[src/rtl/fba_pkg.sv]
`timescale 1ns / 1ps
// Shared types, constants and a helper function for the frame bitmap allocator.
// Used by every module of the block; depends on nothing else.
package fba_pkg;

  // Field widths of the request and result items.
  localparam int FRAME_W = 12;
  localparam int WORD_BITS = 32;
  localparam int BIT_W = 5;

  // Largest bitmap the block can hold and the default frame count.
  localparam int BITMAP_WORDS = 128;
  localparam int MAX_FRAMES_DEF = 4096;

  // Word count register.
  localparam int WCOUNT_W = 8;
  localparam logic [WCOUNT_W-1:0] WCOUNT_RESET = 8'd128;

  typedef enum logic {
    CMD_ALLOC = 1'b0,
    CMD_FREE  = 1'b1
  } cmd_t;

  typedef enum logic [1:0] {
    STAT_DONE      = 2'd0,
    STAT_MAPPED    = 2'd1,
    STAT_NO_FRAMES = 2'd2,
    STAT_IGNORED   = 2'd3
  } status_t;

  typedef enum logic [1:0] {
    ST_IDLE,
    ST_SCAN,
    ST_FREE
  } state_t;

  typedef struct packed {
    cmd_t               cmd;
    logic [FRAME_W-1:0] current_frame;
    logic               kernel_page;
    logic               rw_page;
  } req_t;

  typedef struct packed {
    status_t            status;
    logic [FRAME_W-1:0] frame;
    logic               present;
    logic               writable;
    logic               user_mode;
  } rsp_t;

  // Position of the lowest clear bit of a bitmap word.
  function automatic logic [BIT_W-1:0] first_clear(input logic [WORD_BITS-1:0] word);
    logic [BIT_W-1:0] idx;
    idx = '0;
    for (int b = WORD_BITS - 1; b >= 0; b--) begin
      if (!word[b]) begin
        idx = BIT_W'(b);
      end
    end
    return idx;
  endfunction

endpackage

[src/rtl/fba_bitmap_ram.sv]
`timescale 1ns / 1ps
// Bitmap store: one synchronous memory word per 32 frames, with a registered read port.
// Per-word valid bits make a never-written word read as all zero after reset.
// Depends on fba_pkg.
module fba_bitmap_ram #(
  parameter int WORDS = fba_pkg::BITMAP_WORDS,
  parameter int IDX_W = 7
) (
  input  logic                           clk,
  input  logic                           rst,
  input  logic                           rd_en,
  input  logic [IDX_W-1:0]               rd_addr,
  output logic [fba_pkg::WORD_BITS-1:0]  rd_data,
  input  logic                           wr_en,
  input  logic [IDX_W-1:0]               wr_addr,
  input  logic [fba_pkg::WORD_BITS-1:0]  wr_data
);

  logic [fba_pkg::WORD_BITS-1:0] mem [WORDS];
  logic [WORDS-1:0]              valid;
  logic [fba_pkg::WORD_BITS-1:0] rd_word;
  logic                          rd_valid;

  // Valid bits are cleared by reset, so the whole bitmap reads as free.
  always_ff @(posedge clk) begin
    if (rst) begin
      valid <= '0;
    end else if (wr_en) begin
      valid[wr_addr] <= 1'b1;
    end
  end

  // Memory write port.
  always_ff @(posedge clk) begin
    if (wr_en) begin
      mem[wr_addr] <= wr_data;
    end
  end

  // Registered read port.
  always_ff @(posedge clk) begin
    if (rd_en) begin
      rd_word  <= mem[rd_addr];
      rd_valid <= valid[rd_addr];
    end
  end

  assign rd_data = rd_valid ? rd_word : '0;

endmodule

[src/rtl/fba_ctrl.sv]
`timescale 1ns / 1ps
// Request sequencer: scans the bitmap for allocations, does the read-modify-write
// for frees, and registers the result. Depends on fba_pkg.
module fba_ctrl #(
  parameter int WORDS = fba_pkg::BITMAP_WORDS,
  parameter int IDX_W = 7
) (
  input  logic                           clk,
  input  logic                           rst,
  input  logic                           start,
  input  fba_pkg::req_t                  req,
  input  logic [fba_pkg::WCOUNT_W-1:0]   word_count,
  output logic                           busy,
  output logic                           done,
  output fba_pkg::rsp_t                  rsp,
  output logic                           rd_en,
  output logic [IDX_W-1:0]               rd_addr,
  input  logic [fba_pkg::WORD_BITS-1:0]  rd_data,
  output logic                           wr_en,
  output logic [IDX_W-1:0]               wr_addr,
  output logic [fba_pkg::WORD_BITS-1:0]  wr_data
);

  localparam logic [fba_pkg::WCOUNT_W-1:0] WORDS_CAP = fba_pkg::WCOUNT_W'(WORDS);

  fba_pkg::state_t                state, state_next;
  fba_pkg::req_t                  req_q, req_next;
  logic [fba_pkg::WCOUNT_W-1:0]   nw_q, nw_next;
  logic [IDX_W-1:0]               addr_q, addr_next;
  logic                           done_next;
  fba_pkg::rsp_t                  rsp_next;

  logic                           accept;
  logic [fba_pkg::WCOUNT_W-1:0]   nw_in;
  logic [fba_pkg::FRAME_W:0]      frames_in;
  logic                           start_scan, start_free;
  logic                           scan_hit, scan_last;
  logic [fba_pkg::BIT_W-1:0]      hit_bit;

  // Request decode and scan conditions.
  always_comb begin
    accept     = start && (state == fba_pkg::ST_IDLE);
    nw_in      = (word_count > WORDS_CAP) ? WORDS_CAP : word_count;
    frames_in  = {nw_in, {fba_pkg::BIT_W{1'b0}}};
    start_scan = accept && (req.cmd == fba_pkg::CMD_ALLOC)
                 && (req.current_frame == '0) && (nw_in != '0);
    start_free = accept && (req.cmd == fba_pkg::CMD_FREE)
                 && (req.current_frame != '0)
                 && ({1'b0, req.current_frame} < frames_in);
    scan_hit   = (rd_data != '1);
    scan_last  = (fba_pkg::WCOUNT_W'(addr_q) + 8'd1) == nw_q;
    hit_bit    = fba_pkg::first_clear(rd_data);
  end

  // Next state.
  always_comb begin
    state_next = state;
    unique case (state)
      fba_pkg::ST_IDLE: begin
        if (start_scan) begin
          state_next = fba_pkg::ST_SCAN;
        end else if (start_free) begin
          state_next = fba_pkg::ST_FREE;
        end
      end
      fba_pkg::ST_SCAN: begin
        if (scan_hit || scan_last) begin
          state_next = fba_pkg::ST_IDLE;
        end
      end
      fba_pkg::ST_FREE: begin
        state_next = fba_pkg::ST_IDLE;
      end
      default: state_next = fba_pkg::ST_IDLE;
    endcase
  end

  // Memory control, result and capture registers.
  always_comb begin
    busy      = (state != fba_pkg::ST_IDLE);
    rd_en     = 1'b0;
    rd_addr   = '0;
    wr_en     = 1'b0;
    wr_addr   = addr_q;
    wr_data   = '0;
    done_next = 1'b0;
    rsp_next  = rsp;
    req_next  = req_q;
    nw_next   = nw_q;
    addr_next = addr_q;
    unique case (state)
      fba_pkg::ST_IDLE: begin
        if (accept) begin
          req_next  = req;
          nw_next   = nw_in;
          done_next = 1'b1;
          rsp_next  = '0;
          if (req.cmd == fba_pkg::CMD_ALLOC) begin
            if (req.current_frame != '0) begin
              rsp_next.status = fba_pkg::STAT_MAPPED;
              rsp_next.frame  = req.current_frame;
            end else if (nw_in == '0) begin
              rsp_next.status = fba_pkg::STAT_NO_FRAMES;
            end else begin
              done_next = 1'b0;
              rd_en     = 1'b1;
              rd_addr   = '0;
              addr_next = '0;
            end
          end else begin
            if (req.current_frame == '0) begin
              rsp_next.status = fba_pkg::STAT_IGNORED;
            end else if (!start_free) begin
              rsp_next.status = fba_pkg::STAT_IGNORED;
              rsp_next.frame  = req.current_frame;
            end else begin
              done_next = 1'b0;
              rd_en     = 1'b1;
              rd_addr   = IDX_W'(req.current_frame >> fba_pkg::BIT_W);
              addr_next = IDX_W'(req.current_frame >> fba_pkg::BIT_W);
            end
          end
        end
      end
      fba_pkg::ST_SCAN: begin
        if (scan_hit) begin
          // Claim the lowest free frame of this word.
          wr_en              = 1'b1;
          wr_data            = rd_data | (32'd1 << hit_bit);
          done_next          = 1'b1;
          rsp_next.status    = fba_pkg::STAT_DONE;
          rsp_next.frame     = fba_pkg::FRAME_W'({addr_q, hit_bit});
          rsp_next.present   = 1'b1;
          rsp_next.writable  = req_q.rw_page;
          rsp_next.user_mode = !req_q.kernel_page;
        end else if (scan_last) begin
          done_next       = 1'b1;
          rsp_next        = '0;
          rsp_next.status = fba_pkg::STAT_NO_FRAMES;
        end else begin
          rd_en     = 1'b1;
          rd_addr   = addr_q + IDX_W'(1);
          addr_next = addr_q + IDX_W'(1);
        end
      end
      fba_pkg::ST_FREE: begin
        // Clear the frame's bit in the word read last cycle.
        wr_en     = 1'b1;
        wr_data   = rd_data & ~(32'd1 << req_q.current_frame[fba_pkg::BIT_W-1:0]);
        done_next = 1'b1;
        rsp_next  = '0;
      end
      default: ;
    endcase
  end

  // Control registers.
  always_ff @(posedge clk) begin
    if (rst) begin
      state <= fba_pkg::ST_IDLE;
      done  <= 1'b0;
    end else begin
      state <= state_next;
      done  <= done_next;
    end
  end

  // Payload registers.
  always_ff @(posedge clk) begin
    req_q  <= req_next;
    nw_q   <= nw_next;
    addr_q <= addr_next;
    rsp    <= rsp_next;
  end

endmodule

[src/rtl/frame_bitmap_allocator_core.sv]
`timescale 1ns / 1ps
// Top level of the first-fit page frame allocator: word count register,
// sequencer and bitmap memory. Depends on fba_pkg, fba_ctrl and fba_bitmap_ram.
//
// Usage:
//   A request (req) is taken at a rising edge with start high and busy low.
//   Each request gives exactly one result on rsp, marked by done for one cycle;
//   the receiver cannot stall, so results are never held.
//   Order of events from acceptance to the cycle done is high:
//     - already mapped, no frames in use, or ignored free: done the next cycle;
//     - free of a mapped frame: one read, then one write in the free state;
//     - allocate: the scan reads one bitmap word per cycle from the memory's
//       single read port and stops at the first word with a free frame, or
//       after the last word in use, which gives the no-frames result.
//   busy falls in the cycle done is shown, so the next request may follow.
//   The user must write the word count register (cfg_we, cfg_wdata) only while idle; the block does not enforce it.
//   Reset clears the per-word valid bits at once: the whole bitmap reads as
//   free, and the word count returns to 128. No clearing pass is needed.
module frame_bitmap_allocator_core #(
  parameter int MAX_FRAMES = fba_pkg::MAX_FRAMES_DEF
) (
  input  logic                          clk,
  input  logic                          rst,
  input  logic                          start,
  output logic                          busy,
  input  fba_pkg::req_t                 req,
  output logic                          done,
  output fba_pkg::rsp_t                 rsp,
  input  logic                          cfg_we,
  input  logic [fba_pkg::WCOUNT_W-1:0]  cfg_wdata
);

  localparam int WORDS = (MAX_FRAMES / fba_pkg::WORD_BITS < fba_pkg::BITMAP_WORDS)
                         ? MAX_FRAMES / fba_pkg::WORD_BITS : fba_pkg::BITMAP_WORDS;
  localparam int IDX_W = (WORDS > 1) ? $clog2(WORDS) : 1;

  logic [fba_pkg::WCOUNT_W-1:0]  word_count;
  logic                          rd_en, wr_en;
  logic [IDX_W-1:0]              rd_addr, wr_addr;
  logic [fba_pkg::WORD_BITS-1:0] rd_data, wr_data;

  // Word count register.
  always_ff @(posedge clk) begin
    if (rst) begin
      word_count <= fba_pkg::WCOUNT_RESET;
    end else if (cfg_we) begin
      word_count <= cfg_wdata;
    end
  end

  fba_ctrl #(
    .WORDS (WORDS),
    .IDX_W (IDX_W)
  ) u_ctrl (
    .clk        (clk),
    .rst        (rst),
    .start      (start),
    .req        (req),
    .word_count (word_count),
    .busy       (busy),
    .done       (done),
    .rsp        (rsp),
    .rd_en      (rd_en),
    .rd_addr    (rd_addr),
    .rd_data    (rd_data),
    .wr_en      (wr_en),
    .wr_addr    (wr_addr),
    .wr_data    (wr_data)
  );

  fba_bitmap_ram #(
    .WORDS (WORDS),
    .IDX_W (IDX_W)
  ) u_ram (
    .clk     (clk),
    .rst     (rst),
    .rd_en   (rd_en),
    .rd_addr (rd_addr),
    .rd_data (rd_data),
    .wr_en   (wr_en),
    .wr_addr (wr_addr),
    .wr_data (wr_data)
  );

  // A result is only shown once the sequencer is free again.
  a_done_idle: assert property (@(posedge clk) disable iff (rst) done |-> !busy)
    else $error("result strobe while busy");

  // Flags are set only on a successful allocation.
  a_flags_ok: assert property (@(posedge clk) disable iff (rst)
    (done && (rsp.status != fba_pkg::STAT_DONE))
      |-> !(rsp.present || rsp.writable || rsp.user_mode))
    else $error("page flags on a failed request");

  // Busy rises only after an accepted request.
  a_busy_start: assert property (@(posedge clk) disable iff (rst)
    $rose(busy) |-> $past(start))
    else $error("busy without a request");

endmodule
[config.mk]
export PLATFORM = sky130hd
export DESIGN_NAME = frame_bitmap_allocator_core
export DESIGN_NICKNAME = d
export VERILOG_FILES = /design/src/rtl/fba_pkg.sv /design/src/rtl/fba_bitmap_ram.sv /design/src/rtl/fba_ctrl.sv /design/src/rtl/frame_bitmap_allocator_core.sv
export SDC_FILE = /design/constraint.sdc
export NUM_CORES = 2
export LEC_CHECK = 0
export BUFFER_PORTS_ARGS = -buffer_cell sky130_fd_sc_hd__buf_4
export CAP_MARGIN = 20
export CELL_PAD_IN_SITES_DETAIL_PLACEMENT = 1
export CELL_PAD_IN_SITES_GLOBAL_PLACEMENT = 2
export CORE_UTILIZATION = 40
export CTS_BUF_LIST = sky130_fd_sc_hd__clkbuf_4 sky130_fd_sc_hd__clkbuf_8
export DETAILED_ROUTE_END_ITERATION = 10
export PLACE_DENSITY_LB_ADDON = 0.1
export SLEW_MARGIN = 20
export SYNTH_ARGS = -nofsm -noshare
export SYNTH_HDL_FRONTEND = slang
export SYNTH_SLANG_ARGS = --single-unit
[constraint.sdc]
create_clock -name clk -period 15.9 [get_ports clk]
set_input_delay 3.975 -clock clk [delete_from_list [all_inputs] [get_ports clk]]
set_output_delay 3.975 -clock clk [all_outputs]
set_load 0.01 [all_outputs]
==> summary.md <==
## Pwr
- IR drop worst, VDD: 74.6 uV
- switching portion of total power: 23.9%
- internal power: 17.8 mW
- relative contribution of combinational cells to total power: 5.0%
- leakage power: 62.5 nW
- Power per Cell Area: 118 nW/um2
- share of total power in sequential cells: 52.6%
- relative contribution of the clock network to total power: 42.5%
- switching power: 5.58 mW

## Critical path
- worst path cell trace: buf_4, nand2_1, inv_1, o311a_1, o21a_1, nand2_1, o21ai_4, buf_4, buf_4, buf_4, nand3_1, a32oi_1, a31oi_1, or4_1, a221o_1
- Critical Path Fanout Max: 55
- largest incremental delay on the critical path: 0.99 ns
- sort of element at the start of the critical path: primary input
- Critical Setup Path Class: primary input to flip-flop
- Data required, critical path: 16.93 ns
- critical path endpoint category: flip-flop
- worst path buffer plus inverter count: 5
- Worst path most repeated cell: buf_4
- category of cells accounting for the largest share of critical-path delay: buffers and inverters
- arrival time of the worst setup path: 10.59 ns
- Crit-path slowest cell: or4_1

## Worst hold path
- Hold WC Path Type: flip-flop to flip-flop

## Global routing
- wire length of the first global-routing pass: 942,000 um
- vias in the first global route: 124,000
- overall overflow remaining after global route: 0
- maximum number of pins on one net before global-route repair: 151
- number of antenna violations at the first check in global routing: 54
- Overall Global Routing Usage: 29.9%

## Logic synthesis
- Ys Warns: 0
- async set-or-reset flop fraction in the synthesized netlist: 0%
- Primary FF master, synth: edfxtp_1
- EDFF count, synth: 4,168
- number of unique standard cell types used by synthesis: 89
- flop and latch count out of synthesis: 4,307
- synthesized instance count: 13,700
- per-instance average area after synthesis: 12.8 um2
- total nets after synthesis: 13,700
- part of the Yosys area used for sequential elements: 73.3%
- post-synth design cell area: 175,000 um2

## Placed design
- half-perimeter wire length after placement: 376,000 um
- count of input and output buffers: 45
- final estimated routing congestion in global placement: 0.897
- number of instances in the placed design: 18,900

## Timing
- number of endpoints failing setup at the final stage: 0
- transition time of the tightest slew-check pin: 1.45 ns
- clock skew after layout: 0.0871 ns
- Slew headroom: 2.67%
- setup repair after global routing missed its margin: false
- hold violation count in the final report: 0
- Final Critical Period: 9.57 ns
- Total Neg Setup Slack: 0 ns
- Final Hold Slack: 0.464 ns
- maximum clock frequency: 105 MHz
- final cycle utilization of the critical path: 60.2%
- number of pins exceeding their max-slew limit in the final report: 0

## Cells and area
- layout net count: 14,000
- multi-input gate area in the final layout: 44,200 um2
- ratio of cells with drive above 1 in the final layout: 13.2%
- Layout fillers: 44,300
- end-of-flow core utilization: 45.5%
- Seq. cell area: 128,000 um2
- final non-filler cell total: 20,300
- relative area change from synthesis to final layout: 13.3%

## Floorplan
- floorplan die area: 439,000 um2
- number of I/O pins: 46
- chip height: 663 um
- number of core rows: 242
- Die Span X: 663 um
- Starting Density: 40.2%
- core area: 435,000 um2

## Routing
- DRC marker count from the first detailed-route iteration: 11,900
- antenna violation net count after detailed routing: 0
- post-DR vias/cell: 5.97
- total number of vias: 121,000
- number of design rule violations left after detail routing: 0
- final wirelength: 676,000 um
- routed wirelength normalized by instance count: 33.3 um
- Pre-antenna DRT Iters: 5

## Clocking
- maximum count of clock buffers along a single path: 4
- Sink Count: 4,307
- post-cts gate resize count: 0
- number of buffers inserted during clock tree synthesis: 737
- number of H-tree branching levels: 6
- number of buffers added to fix hold violations after cts: 0
- clock-pin slew on the worst setup and hold paths: 0.06 ns
- number of setup buffers added after CTS: 0
- later-pin clock latency in the skew report: 1.29 ns
- clk root buf: clkbuf_8
- clock tree from TritonCTS: built

## Outcome
- status: finished, final reports clean

## Flow run
- max-capacitance violation count: 0

Yosys cell counts, types with 11 or more instances:
cell / count / area share [%]
o31ai_1: 11 / 0.047
or4_1: 21 / 0.090
o221ai_1: 50 / 0.25
edfxtp_1: 4168 / 72
buf_1: 100 / 0.21
or3_1: 42 / 0.15
nand2b_1: 15 / 0.054
and3_1: 37 / 0.13
a221oi_1: 55 / 0.28
a22o_1: 13 / 0.065
and4_1: 22 / 0.11
inv_1: 25 / 0.054
o21ba_2: 23 / 0.13
a32oi_1: 145 / 0.73
a22oi_1: 198 / 0.85
nor3_1: 22 / 0.063
a221o_1: 16 / 0.092
a31oi_1: 191 / 0.68
nand3_1: 1486 / 4.3
clkbuf_1: 450 / 0.97
o22ai_1: 97 / 0.35
nand2_1: 3266 / 7.0
nor4_1: 142 / 0.51
buf_4: 37 / 0.16
buf_6: 16 / 0.10
nand4_1: 73 / 0.26
mux2i_1: 383 / 2.2
ha_1: 11 / 0.079
and2_1: 17 / 0.061
o21ai_0: 342 / 0.98
o211ai_1: 25 / 0.11
o21a_1: 50 / 0.21
nor2_1: 741 / 1.6
buf_2: 339 / 0.97
a21oi_1: 732 / 2.1
a211oi_1: 16 / 0.069
dfxtp_1: 139 / 1.6
o2111ai_1: 15 / 0.075
cell usage in the layout (no fill, tap or decap), types with 23 or more instances in the layout:
cell type / instances
edfxtp_1: 4168
nand2_1: 3262
nand3_1: 1484
clkbuf_8: 755
a21oi_1: 718
nor2_1: 592
buf_4: 421
mux2i_1: 383
o21ai_0: 330
clkbuf_4: 296
a22oi_1: 198
a31oi_1: 173
clkinv_1: 160
nor2_4: 147
a32oi_1: 145
dfxtp_1: 139
nor4_1: 128
o22ai_1: 97
nand4_1: 73
diode_2: 60
a221oi_1: 55
o221ai_1: 50
o21a_1: 48
clkinv_2: 46
or3_1: 42
and3_1: 37
buf_12: 36
inv_1: 25
o211ai_1: 25
o21ba_2: 23
worst reg2reg max path: cells and delay by family, from the launching register on:
kind / cells / cell delay, ns
compound gates: 8 / 3.27
flops: 1 / 1.03
simple gates: 1 / 0.90
fa+ha+maj: 1 / 0.63
buf+inv: 3 / 1.85
xor+xnor: 1 / 0.25
metal layers:
metal / up-vias / wire length (um) / global-route usage, %
li1: 51400 / - / -
met1: 63900 / 285000 / 40.2
met2: 4538 / 316000 / 48.4
met3: 1205 / 43500 / 4.46
met4: 20 / 31800 / 13.2
met5: - / 133 / 0
through the flow:
step                power, mW  cell area (um2)  setup WS (ns)
floorplan                13.2           175000           7.30
global placement         13.7           183000           4.46
detailed placement       13.7           183000           5.17
CTS                      23.6           198000           6.52
global route             24.1           198000           6.13
finish                   23.4           198000           6.33
registers in the layout (all words and copies together) (netlist names):
signal          flops
word_count          8
u_ctrl.wr_addr      7
u_ram.rd_word      32
u_ctrl.done         1
u_ram.valid       128
u_ctrl.rsp         17
u_ram.mem        4096
u_ctrl.req_q        7
u_ram.rd_valid      1
u_ctrl.nw_q         8
u_ctrl.state        2
path summary, 6_finish.rpt:
kind | from | to | slack [ns] | depth (start not counted)
worst min register to register | u_ram.valid[18] | u_ram.valid[18] | 0.46 | 2
worst min-delay path | u_ram.valid[18] | u_ram.valid[18] | 0.46 | 2
worst max-delay path | start | u_ram.rd_word[28] | 6.33 | 15
worst max register to register | u_ctrl.wr_addr[1] | u_ram.rd_word[21] | 7.72 | 14
area by class of cell:
type                            count  area share [%]
Clock inverter                    262           0.822
Antenna cell                       60          0.0759
Multi-Input combinational cell   8378            22.3
Inverter                           26          0.0493
Clock buffer                     1051            6.37
Tap cell                         5734            3.62
Sequential cell                  4307            64.6
Timing Repair Buffer              470            2.08
logic make-up after synthesis:
family	synth area share (%)
and+or+nand+nor	14.5
DFF	73.3
muxes	2.21
adders and majority gates	0.0788
buffers and inverters	2.47
AOI/OAI and AO/OA	7.43
xor gates and xnor gates	0.0810
power groups by stage:
| stage | logic (mW) | clock network, mW | registers [mW] |
|---|---|---|---|
| after floorplan | 0.627 | 0 | 12.5 |
| after CTS | 1.15 | 10.1 | 12.3 |
| final | 1.16 | 9.94 | 12.3 |
| after detailed placement | 1.15 | 0 | 12.5 |
| after global placement | 1.13 | 0 | 12.5 |
| after global routing | 1.23 | 10.5 | 12.3 |
(Power assumes the default switching activity.)
